File: config.mk
export PLATFORM = sky130hd
export DESIGN_NAME = exec_header_validator
export DESIGN_NICKNAME = d
export VERILOG_FILES = /design/src/hw/rtl/ehv_pkg.sv /design/src/hw/rtl/ehv_regs.sv /design/src/hw/rtl/ehv_capture.sv /design/src/hw/rtl/ehv_check.sv /design/src/hw/rtl/exec_header_validator.sv
export SDC_FILE = /design/constraint.sdc
export NUM_CORES = 1
export LEC_CHECK = 0
export BUFFER_PORTS_ARGS = -buffer_cell sky130_fd_sc_hd__buf_2
export CAP_MARGIN = 40
export CORE_AREA = 4 4 163 244
export DETAILED_ROUTE_END_ITERATION = 16
export DIE_AREA = 0 0 167 248
export GPL_ROUTABILITY_DRIVEN = 1
export PLACE_DENSITY = 0.81
export RECOVER_POWER = 100
export SLEW_MARGIN = 10
export SYNTH_ARGS = -nofsm -noshare
export SYNTH_HDL_FRONTEND = slang
export SYNTH_SLANG_ARGS = --single-unit
export TNS_END_PERCENT = 50
File: constraint.sdc
create_clock -name clk -period 12.42 [get_ports clk]
set_clock_uncertainty 0.15 [all_clocks]
set_input_delay 1.863 -clock clk [delete_from_list [all_inputs] [get_ports clk]]
set_output_delay 1.863 -clock clk [all_outputs]
set_load 0.01 [all_outputs]
File: src/hw/rtl/ehv_pkg.sv
// ----------------------------------------------------------------------------
// ehv_pkg
// Shared constants and types for the executable header validator.
// ----------------------------------------------------------------------------
package ehv_pkg;

  localparam int HEADER_BYTES = 32;
  localparam int FIELD_COUNT  = 10;
  localparam int FIELD_FIRST  = 8;
  localparam int FIELD_END    = FIELD_FIRST + 2 * FIELD_COUNT;
  localparam int POS_W        = 6;
  localparam int FIELD_IDX_W  = $clog2(FIELD_COUNT);
  localparam int ADDR_W       = 3;

  localparam logic [POS_W-1:0] POS_LAST        = POS_W'(HEADER_BYTES - 1);
  localparam logic [POS_W-1:0] POS_DONE        = POS_W'(HEADER_BYTES);
  localparam logic [POS_W-1:0] POS_VERSION_LO  = POS_W'(4);
  localparam logic [POS_W-1:0] POS_VERSION_HI  = POS_W'(5);
  localparam logic [POS_W-1:0] POS_MAGIC_END   = POS_W'(4);
  localparam logic [POS_W-1:0] POS_FIELD_FIRST = POS_W'(FIELD_FIRST);
  localparam logic [POS_W-1:0] POS_FIELD_END   = POS_W'(FIELD_END);

  localparam logic [3:0][7:0] MAGIC = {8'h4E, 8'h46, 8'h45, 8'h58};

  // Register indexes, selected by the word address bit of paddr.
  localparam logic REG_IMAGE_BYTES    = 1'b0;
  localparam logic REG_FORMAT_VERSION = 1'b1;

  localparam logic [15:0] IMAGE_BYTES_RESET    = 16'd0;
  localparam logic [15:0] FORMAT_VERSION_RESET = 16'd1;

  // Field slots in header order.
  localparam int F_ENTRY    = 0;
  localparam int F_CODE     = 1;
  localparam int F_DATA     = 2;
  localparam int F_ZFILL    = 3;
  localparam int F_IMP_OFF  = 4;
  localparam int F_IMP_CNT  = 5;
  localparam int F_REL_OFF  = 6;
  localparam int F_REL_CNT  = 7;
  localparam int F_STR_OFF  = 8;
  localparam int F_STR_LEN  = 9;

  typedef logic [FIELD_COUNT-1:0][15:0] field_arr_t;

  typedef struct packed {
    logic       emit;
    logic       magic_ok;
    field_arr_t fields;
  } cap_result_t;

  typedef struct packed {
    logic [15:0] image_bytes;
    logic [15:0] format_version;
  } cfg_t;

endpackage

File: src/hw/rtl/ehv_regs.sv
// ----------------------------------------------------------------------------
// ehv_regs
// APB configuration registers: image size and required format version.
// ----------------------------------------------------------------------------
module ehv_regs (
  input  logic                       clk,
  input  logic                       rst,
  input  logic                       psel,
  input  logic                       penable,
  input  logic                       pwrite,
  input  logic [ehv_pkg::ADDR_W-1:0] paddr,
  input  logic [31:0]                pwdata,
  output logic [31:0]                prdata,
  output logic                       pready,
  output ehv_pkg::cfg_t              cfg
);
  import ehv_pkg::*;

  logic wr_en;

  assign pready = 1'b1;
  assign wr_en  = psel & penable & pwrite & pready;

  always_ff @(posedge clk) begin
    if (rst) begin
      cfg.image_bytes    <= IMAGE_BYTES_RESET;
      cfg.format_version <= FORMAT_VERSION_RESET;
    end else if (wr_en) begin
      case (paddr[2])
        REG_IMAGE_BYTES:    cfg.image_bytes    <= pwdata[15:0];
        REG_FORMAT_VERSION: cfg.format_version <= pwdata[15:0];
        default: ;
      endcase
    end
  end

  always_comb begin
    case (paddr[2])
      REG_IMAGE_BYTES:    prdata = {16'd0, cfg.image_bytes};
      REG_FORMAT_VERSION: prdata = {16'd0, cfg.format_version};
      default:            prdata = 32'd0;
    endcase
  end

endmodule

File: src/hw/rtl/ehv_capture.sv
// ----------------------------------------------------------------------------
// ehv_capture
// Input register, byte position tracking, magic and version check, and
// capture of the little-endian header fields.
// ----------------------------------------------------------------------------
module ehv_capture (
  input  logic                 clk,
  input  logic                 rst,
  input  logic [7:0]           header_byte,
  input  logic                 first_byte,
  input  logic                 in_valid,
  output logic                 in_stall,
  input  logic                 out_busy,
  input  logic [15:0]          format_version,
  output logic                 advance,
  output ehv_pkg::cap_result_t cap
);
  import ehv_pkg::*;

  logic                   vld_r;
  logic [7:0]             byte_r;
  logic                   first_r;
  logic [POS_W-1:0]       byte_position;
  logic [POS_W-1:0]       byte_position_next;
  logic [7:0]             low_byte_hold;
  logic [7:0]             low_byte_hold_next;
  logic                   magic_version_good;
  logic                   magic_version_good_next;
  field_arr_t             fields;
  field_arr_t             fields_next;
  logic [POS_W-1:0]       pos_eff;
  logic [7:0]             low_eff;
  logic                   mvg_eff;
  logic [POS_W-1:0]       rel;
  logic [FIELD_IDX_W-1:0] field_idx;
  logic                   emit;
  logic                   blocked;

  assign pos_eff   = first_r ? '0 : byte_position;
  assign low_eff   = first_r ? 8'd0 : low_byte_hold;
  assign mvg_eff   = first_r ? 1'b1 : magic_version_good;
  assign rel       = pos_eff - POS_FIELD_FIRST;
  assign field_idx = rel[FIELD_IDX_W:1];
  assign emit      = (pos_eff == POS_LAST);
  assign blocked   = emit & out_busy;
  assign in_stall  = vld_r & blocked;
  assign advance   = vld_r & ~blocked;

  always_comb begin
    byte_position_next      = pos_eff;
    low_byte_hold_next      = low_eff;
    magic_version_good_next = mvg_eff;
    fields_next             = fields;
    if (pos_eff < POS_DONE) begin
      byte_position_next = pos_eff + POS_W'(1);
      if (pos_eff < POS_MAGIC_END) begin
        if (byte_r != MAGIC[pos_eff[1:0]]) begin
          magic_version_good_next = 1'b0;
        end
      end else if (pos_eff == POS_VERSION_LO) begin
        low_byte_hold_next = byte_r;
      end else if (pos_eff == POS_VERSION_HI) begin
        if ({byte_r, low_eff} != format_version) begin
          magic_version_good_next = 1'b0;
        end
      end else if (pos_eff >= POS_FIELD_FIRST && pos_eff < POS_FIELD_END) begin
        if (!rel[0]) begin
          low_byte_hold_next = byte_r;
        end else begin
          fields_next[field_idx] = {byte_r, low_eff};
        end
      end
    end
  end

  always_ff @(posedge clk) begin
    if (rst) begin
      vld_r <= 1'b0;
    end else if (!in_stall) begin
      vld_r <= in_valid;
    end
  end

  always_ff @(posedge clk) begin
    if (!in_stall && in_valid) begin
      byte_r  <= header_byte;
      first_r <= first_byte;
    end
  end

  always_ff @(posedge clk) begin
    if (rst) begin
      byte_position      <= '0;
      low_byte_hold      <= 8'd0;
      magic_version_good <= 1'b1;
    end else if (advance) begin
      byte_position      <= byte_position_next;
      low_byte_hold      <= low_byte_hold_next;
      magic_version_good <= magic_version_good_next;
    end
  end

  always_ff @(posedge clk) begin
    if (advance) begin
      fields <= fields_next;
    end
  end

  assign cap.emit     = emit;
  assign cap.magic_ok = magic_version_good_next;
  assign cap.fields   = fields_next;

endmodule

File: src/hw/rtl/ehv_check.sv
// ----------------------------------------------------------------------------
// ehv_check
// Bounds and consistency checks on the captured header fields.
// ----------------------------------------------------------------------------
module ehv_check (
  input  ehv_pkg::cap_result_t cap,
  input  logic [15:0]          image_bytes,
  output logic                 header_ok
);
  import ehv_pkg::*;

  logic [18:0] img;
  logic [18:0] sect_end;
  logic [18:0] imp_end;
  logic [18:0] str_end;
  logic [18:0] rel_end;
  logic        base_ok;
  logic        imp_ok;
  logic        rel_ok;

  assign img      = {3'd0, image_bytes};
  assign sect_end = 19'(HEADER_BYTES) + {3'd0, cap.fields[F_CODE]}
                  + {3'd0, cap.fields[F_DATA]};
  assign imp_end  = {3'd0, cap.fields[F_IMP_OFF]} + {2'd0, cap.fields[F_IMP_CNT], 1'b0};
  assign str_end  = {3'd0, cap.fields[F_STR_OFF]} + {3'd0, cap.fields[F_STR_LEN]};
  assign rel_end  = {3'd0, cap.fields[F_REL_OFF]} + {1'b0, cap.fields[F_REL_CNT], 2'b00};

  assign base_ok = (img >= 19'(HEADER_BYTES)) && cap.magic_ok
                && (cap.fields[F_CODE] != 16'd0)
                && (cap.fields[F_ENTRY] < cap.fields[F_CODE])
                && (sect_end <= img);

  assign imp_ok = (cap.fields[F_IMP_CNT] == 16'd0)
               || ((cap.fields[F_STR_LEN] != 16'd0)
                && ({3'd0, cap.fields[F_IMP_OFF]} >= sect_end)
                && ({3'd0, cap.fields[F_STR_OFF]} >= sect_end)
                && (imp_end <= img)
                && (str_end <= img));

  assign rel_ok = (cap.fields[F_REL_CNT] == 16'd0)
               || (({3'd0, cap.fields[F_REL_OFF]} >= sect_end) && (rel_end <= img));

  assign header_ok = base_ok & imp_ok & rel_ok;

endmodule

File: src/hw/rtl/exec_header_validator.sv
// Result path: a header byte is registered on its transfer; on the last header byte the
// result is loaded into the output register when that byte leaves the input register.
// Throughput: one header byte per cycle; one result per header of HEADER_BYTES bytes.
// The input stalls only when a final byte meets a result register still held.
// Reset: synchronous, active high; clears position, pending transfers and sets the
// registers to image size 0 and format version 1.
// ----------------------------------------------------------------------------
// exec_header_validator
// Streams header bytes, checks magic, version and section bounds, and
// returns the validity flag with the ten captured header fields.
// ----------------------------------------------------------------------------
module exec_header_validator (
  input  logic                       clk,
  input  logic                       rst,
  input  logic [7:0]                 header_byte,
  input  logic                       first_byte,
  input  logic                       in_valid,
  output logic                       in_stall,
  output logic                       out_valid,
  input  logic                       out_stall,
  output logic                       header_ok,
  output logic [15:0]                entry_offset,
  output logic [15:0]                code_bytes,
  output logic [15:0]                data_bytes,
  output logic [15:0]                zero_fill_bytes,
  output logic [15:0]                import_table_offset,
  output logic [15:0]                import_entries,
  output logic [15:0]                reloc_table_offset,
  output logic [15:0]                reloc_entries,
  output logic [15:0]                string_table_offset,
  output logic [15:0]                string_table_bytes,
  input  logic                       psel,
  input  logic                       penable,
  input  logic                       pwrite,
  input  logic [ehv_pkg::ADDR_W-1:0] paddr,
  input  logic [31:0]                pwdata,
  output logic [31:0]                prdata,
  output logic                       pready
);
  import ehv_pkg::*;

  cfg_t        cfg;
  cap_result_t cap;
  logic        advance;
  logic        ok;
  logic        load;
  field_arr_t  out_fields;

  ehv_regs u_regs (
    .clk     (clk),
    .rst     (rst),
    .psel    (psel),
    .penable (penable),
    .pwrite  (pwrite),
    .paddr   (paddr),
    .pwdata  (pwdata),
    .prdata  (prdata),
    .pready  (pready),
    .cfg     (cfg)
  );

  ehv_capture u_capture (
    .clk            (clk),
    .rst            (rst),
    .header_byte    (header_byte),
    .first_byte     (first_byte),
    .in_valid       (in_valid),
    .in_stall       (in_stall),
    .out_busy       (out_valid & out_stall),
    .format_version (cfg.format_version),
    .advance        (advance),
    .cap            (cap)
  );

  ehv_check u_check (
    .cap         (cap),
    .image_bytes (cfg.image_bytes),
    .header_ok   (ok)
  );

  assign load = advance & cap.emit;

  always_ff @(posedge clk) begin
    if (rst) begin
      out_valid <= 1'b0;
    end else if (load) begin
      out_valid <= 1'b1;
    end else if (!out_stall) begin
      out_valid <= 1'b0;
    end
  end

  always_ff @(posedge clk) begin
    if (load) begin
      header_ok  <= ok;
      out_fields <= cap.fields;
    end
  end

  assign entry_offset        = out_fields[F_ENTRY];
  assign code_bytes          = out_fields[F_CODE];
  assign data_bytes          = out_fields[F_DATA];
  assign zero_fill_bytes     = out_fields[F_ZFILL];
  assign import_table_offset = out_fields[F_IMP_OFF];
  assign import_entries      = out_fields[F_IMP_CNT];
  assign reloc_table_offset  = out_fields[F_REL_OFF];
  assign reloc_entries       = out_fields[F_REL_CNT];
  assign string_table_offset = out_fields[F_STR_OFF];
  assign string_table_bytes  = out_fields[F_STR_LEN];

endmodule

* Word-level counts from Yosys, hierarchy flattened *
Index checks and enable logic that the tools add are counted.

storage, ports and cells
  register bits = 379
  bits of input ports = 51
  output and inout port bits = 196
  word-level logic and storage cells = 121

operators by class
  add/subtract/negate cells = 7
  $lt $le $gt $ge = 16
  equality and inequality tests = 6
  mux-type cells = 30
  bitwise operators = 11
  reduce and logical (&&, ||, !) cells = 21

operators with widths
  operator                                                                count
  160-bit two-way mux                                                     6
  160-bit bitwise mux                                                     1
  19-bit by 16-bit <= comparator with 1-bit output                        4
  16-bit demux with 4-bit select                                          1
  8-bit two-way mux                                                       8
  32-bit one-hot mux with 2 select lines                                  1
  16-bit by 19-bit >= comparator with 1-bit output                        3
  16-bit logical NOT                                                      2
  16-bit nonzero test                                                     2
  16-bit by 18-bit adder with 19-bit output                               1
  19-bit by 16-bit adder with 19-bit output                               1
  16-bit by 17-bit adder with 18-bit output                               1
  16-bit by 16-bit adder with 17-bit output                               1
  6-bit by 16-bit adder with 17-bit output, first input constant          1
  8-bit binary-select mux with 2-bit select                               1
  16-bit by 6-bit >= comparator with 1-bit output, second input constant  1
  16-bit less-than comparator                                             1
  16-bit two-way mux                                                      1
  16-bit != test                                                          1
  6-bit by 3-bit == test with 1-bit output, second input constant         2
  1-bit logical AND                                                       12
  6-bit two-way mux                                                       2
  1-bit AND                                                               9
  1-bit two-way mux                                                       9
  16 further kinds                                                        19

* Logic depth before layout (Yosys ltp) *
  word-level depth = 23
  depth in mapped cells = 29
  depth with buffers taken out = 25

* Hierarchy *
Synthesis repeated with hierarchy kept, for this count alone.

second synthesis, totals
  cells, all modules = 1,687
  area total of the unflattened synthesis = 20,709.9 µm²

modules (own cells, without submodules)
  module                 instances  cells each  area an instance (µm²)  sequential area each (µm²)
  ehv_capture            1          605         8,259.2                 5,395.2
  ehv_check              1          755         5,864.4                 0.0
  exec_header_validator  1          165         4,882.2                 4,854.7
  ehv_regs               1          162         1,704.1                 640.6

* Worst setup path after synthesis *
OpenSTA, ideal clock, no wires.

  path type = input to register
  from = input out_stall
  to = register out_fields (netlist bit code_bytes[0]) (enable)
  library setup time = 685 ps
  data arrival time = 8,801 ps
  required time = 11,585 ps
  path slack = 2,784 ps
  stages = 3
  path buffers = 0
  path through = nand2_1 o21ai_1 nor2_1

on the way
  word-level cells in the longest chain between the ends = 5

ends and longest elaborated chain
  item                    RTL line                     source
  start: declaration      exec_header_validator.sv:20  input logic out_stall,
  1-bit AND               exec_header_validator.sv:69  .out_busy (out_valid & out_stall),
  1-bit AND               ehv_capture.sv:45            assign blocked = emit & out_busy;
  1-bit inverter          ehv_capture.sv:47            assign advance = vld_r & ~blocked;
  1-bit AND               ehv_capture.sv:47
  1-bit AND               exec_header_validator.sv:81  assign load = advance & cap.emit;
  named net load          exec_header_validator.sv:46  logic load;
  end signal: assignment  exec_header_validator.sv:96  out_fields <= cap.fields;
  end: declaration        exec_header_validator.sv:47  field_arr_t out_fields;

The timed path passes the listed nets, and every way through them passes these cells.
A chain may end at the register's enable or synchronous reset.

* Worst setup path in the final report *
  from = register u_capture.first_r
  to = register u_capture.low_byte_hold[4]

on the way
  elaborated cells on any way between the ends = 20
  those cells by class = 1 x add/sub; 4 x order compare; 3 x eq/ne; 8 x mux; 3 x bitwise; 1 x reduce/logical

RTL lines
  item                                      RTL line                     source
  start: declaration                        ehv_capture.sv:22            logic first_r;
  start signal: assignment                  ehv_capture.sv:87            first_r <= first_byte;
  6-bit two-way mux                         ehv_capture.sv:39            assign pos_eff = first_r ? '0 : byte_position;
  6-bit by 5-bit == test with 1-bit output  ehv_capture.sv:44            assign emit = (pos_eff == POS_LAST);
  1-bit AND                                 ehv_capture.sv:45
  1-bit inverter                            ehv_capture.sv:47
  1-bit AND                                 ehv_capture.sv:47
  named net advance                         exec_header_validator.sv:44  logic advance;
  end signal: assignment                    ehv_capture.sv:98            low_byte_hold <= low_byte_hold_next;
  end: declaration                          ehv_capture.sv:25            logic [7:0] low_byte_hold;

The timed path passes the listed nets, and every way through them passes these cells.

==> out/metrics.csv <==
stage,metric,value,unit
synth,syn_avg_cell_area,11.3,sq um
synth,yosysSeqAreaShare,53.1,%
detailed_routing,dr.pass1.iters,6,
placement,dp.cells,2486,
setup_path,required,12.66,ns
layout,biggestRegsByFlops,"u_capture.fields (160), u_regs.cfg (32)",
synth,synth_warnings,0,
placement,port_buffers,211,
timing,max_slew.worst_pin.slew,4.94,ns
timing,rsz0062_at_grt,no,
detailed_routing,wl,59300,um
detailed_routing,post_drt_wl_per_cell,23.3,um
layout,drive_gt1_share,5.82,%
worst_hold_path,hold_class,reg2reg,
timing,finalCritPeriodShare,68.4,%
setup_path,critPathMaxFanout,87,
timing,setup-violations-final,0,
timing,slew_headroom,-229,%
grt,grt.total_usage,28.0,%
setup_path,critical_path_class,reg2reg,
die,ioPinCount,247,
die,die_h,248,um
detailed_routing,via_count,15600,
placement,dp_hpwl,42800,um
grt,antenna_found_initial,0,
clock_tree,cts_hold_buf,0,
detailed_routing,drc,0,
layout,max_flop_register,u_capture.fields,
layout,multi_input_comb_area,8950,sq um
layout,final-seq-area,10900,sq um
detailed_routing,first_iter_violations,1432,
timing,finalCriticalPeriod,8.50,ns
pwr,ir_drop,89.1,uV
clock_tree,clk_pin_slew,0.07,ns
die,rows,87,
layout,syn2layout_area_growth,12.3,%
die,dieArea,41400,sq um
clock_tree,insertion_delay,0.54,ns
die,die_w,167,um
clock_tree,cts.repair.resized,0,
layout,largest_reg_flops,160,
synth,syn-cell-area,20500,sq um
clock_tree,cts_tree,done,
timing,finalSetupTns,0,ns
status,status,finished with violations,
setup_path,crit_arrival,8.74,ns
layout,nets,2270,
grt,grt_max_degree,94,
detailed_routing,vias_per_cell,6.13,
pwr,total_power,2.71,mW
setup_path,start_kind,flop,
synth,synth.distinct_cells,78,
synth,synth_edf_count,330,
die,core,37600,sq um
timing,finalHoldViolCount,0,
clock_tree,clk_path_buf_depth,3,
timing,timing.fmax,118,MHz
pwr,leakage,7.81,nW
layout,antenna_cells,0,
flow_run,drv_cap,5,
synth,async_flop_share,0,%
synth,synth_seq_cells,379,
synth,syn_inst,1821,
grt,grt_pass1_vias,15300,
clock_tree,cts.sinks,379,
clock_tree,htreeDepth,2,
pwr,power_density,118,nW/um^2
die,start_util,54.6,%
grt,gr-total-overflow,0,
synth,ys.flop_type,edfxtp_1,
timing,maxSlewViolCount,315,
grt,grt_pass1_wl,88400,um
clock_tree,postCtsSetupRepairBufs,0,
detailed_routing,ant_nets,0,
setup_path,worstSetupEndpointType,flop,
clock_tree,cts-root-buf,clkbuf_16,
placement,gp_congestion,0.947,
clock_tree,cts_made_buffers,35,
layout,fin_cells,2551,
status,violations,"max-capacitance violations, max-slew violations",
layout,fillerInstances,3038,
==> synthesized netlist by cell type, types with 31 or more instances <==
cell | count | area [sq um]
nand2_1 | 249 | 935
clkbuf_1 | 57 | 214
edfxtp_1 | 330 | 9910
nand3_1 | 31 | 155
a21oi_1 | 101 | 505
ha_1 | 180 | 2250
nor2_1 | 87 | 327
mux2_2 | 64 | 721
o21ai_0 | 135 | 676
dfxtp_1 | 49 | 981
a21o_1 | 40 | 300
xnor2_1 | 44 | 385
inv_1 | 76 | 285
==> critical path: stages (launching register included) <==
cell        delay (ns)
edfxtp_1          0.32
clkbuf_1          0.84
nor2_1            0.20
nand2_1           0.22
nor2_1            0.14
nand2_1           0.13
o21ai_0           0.34
clkinvlp_2        0.38
clkbuf_1          3.46
o21ai_0           1.58
a22oi_1           0.51
nor2_1            0.08
==> placed cells by master, fill, tap and decap left out, types with 21 or more instances in the layout <==
cell type  instances
xnor2_1           44
nor3_1            24
edfxtp_1         330
ha_1             180
a21oi_1          101
mux2_1            64
a21o_1            40
dfxtp_1           49
nand4_1           25
buf_2             32
nand2_1          249
clkbuf_1         202
nor2_1            88
o21ai_0          139
xor2_1            23
nor4_1            21
nand3_1           31
o21a_1            21
clkbuf_16         36
inv_1             76
==> final cells by class <==
type	instances	share of cell area, %
clock buffer	38	3.95
inverter	80	1.31
timing repair buffer	246	4.46
sequential	379	47.3
tap	489	2.66
clock inverter	26	1.39
multi-input combinational	1293	38.9
==> worst paths after layout <==
kind	startpoint	to	slack, ns	depth (start not counted)
worst max-delay path	u_capture.first_r$_DFFE_PP_	u_capture.low_byte_hold[4]$_SDFFE_PP0P_	3.92	11
worst min-delay path	u_regs.cfg[20]$_SDFFE_PP0P_	u_regs.cfg[20]$_SDFFE_PP0P_	0.31	2
worst max register to register	u_capture.first_r$_DFFE_PP_	u_capture.low_byte_hold[4]$_SDFFE_PP0P_	3.92	11
worst min register to register	u_regs.cfg[20]$_SDFFE_PP0P_	u_regs.cfg[20]$_SDFFE_PP0P_	0.31	2
==> where the power goes <==
part	switching [mW]	total, mW	internal, mW
Combinational	0.111	0.166	0.0550
Sequential	0.00619	1.39	1.39
Clock	0.504	1.15	0.650
Total	0.621	2.71	2.09
==> routing by layer <==
metal	routed length, um	share of wire (%)	global-route usage (%)
met3	4230	7.1	4.57
met2	28800	49	47.8
met5	0	0	0
met4	4970	8.4	19.4
met1	21300	36	32.1
==> logic make-up (layout without fill, tap and decap cells) <==
family / after synthesis / in the layout / synth area share, %
compound gates: 415 / 415 / 12.7
xor+xnor: 67 / 67 / 2.86
fa+ha+maj: 188 / 188 / 11.6
buf+inv: 164 / 390 / 3.35
flops: 379 / 379 / 53.1
mux: 83 / 83 / 4.45
other cells: 2 / 17 / 0.0367
simple gates: 523 / 523 / 11.9
==> metrics by stage <==
| step | area (sq um) | hold WS, ns | utilization [%] | setup slack, ns |
|---|---|---|---|---|
| floorplan | 20500 | 0.286 | - | 2.78 |
| global placement | 22000 | 0.294 | 58.7 | 5.20 |
| detailed placement | 22200 | 0.297 | 59.1 | 5.46 |
| CTS | 23400 | 0.306 | 62.4 | 5.42 |
| global route | 23000 | 0.341 | 61.3 | 3.02 |
| finish | 23000 | 0.309 | 61.3 | 3.92 |
Note: power is estimated with default switching activity, not from simulation.
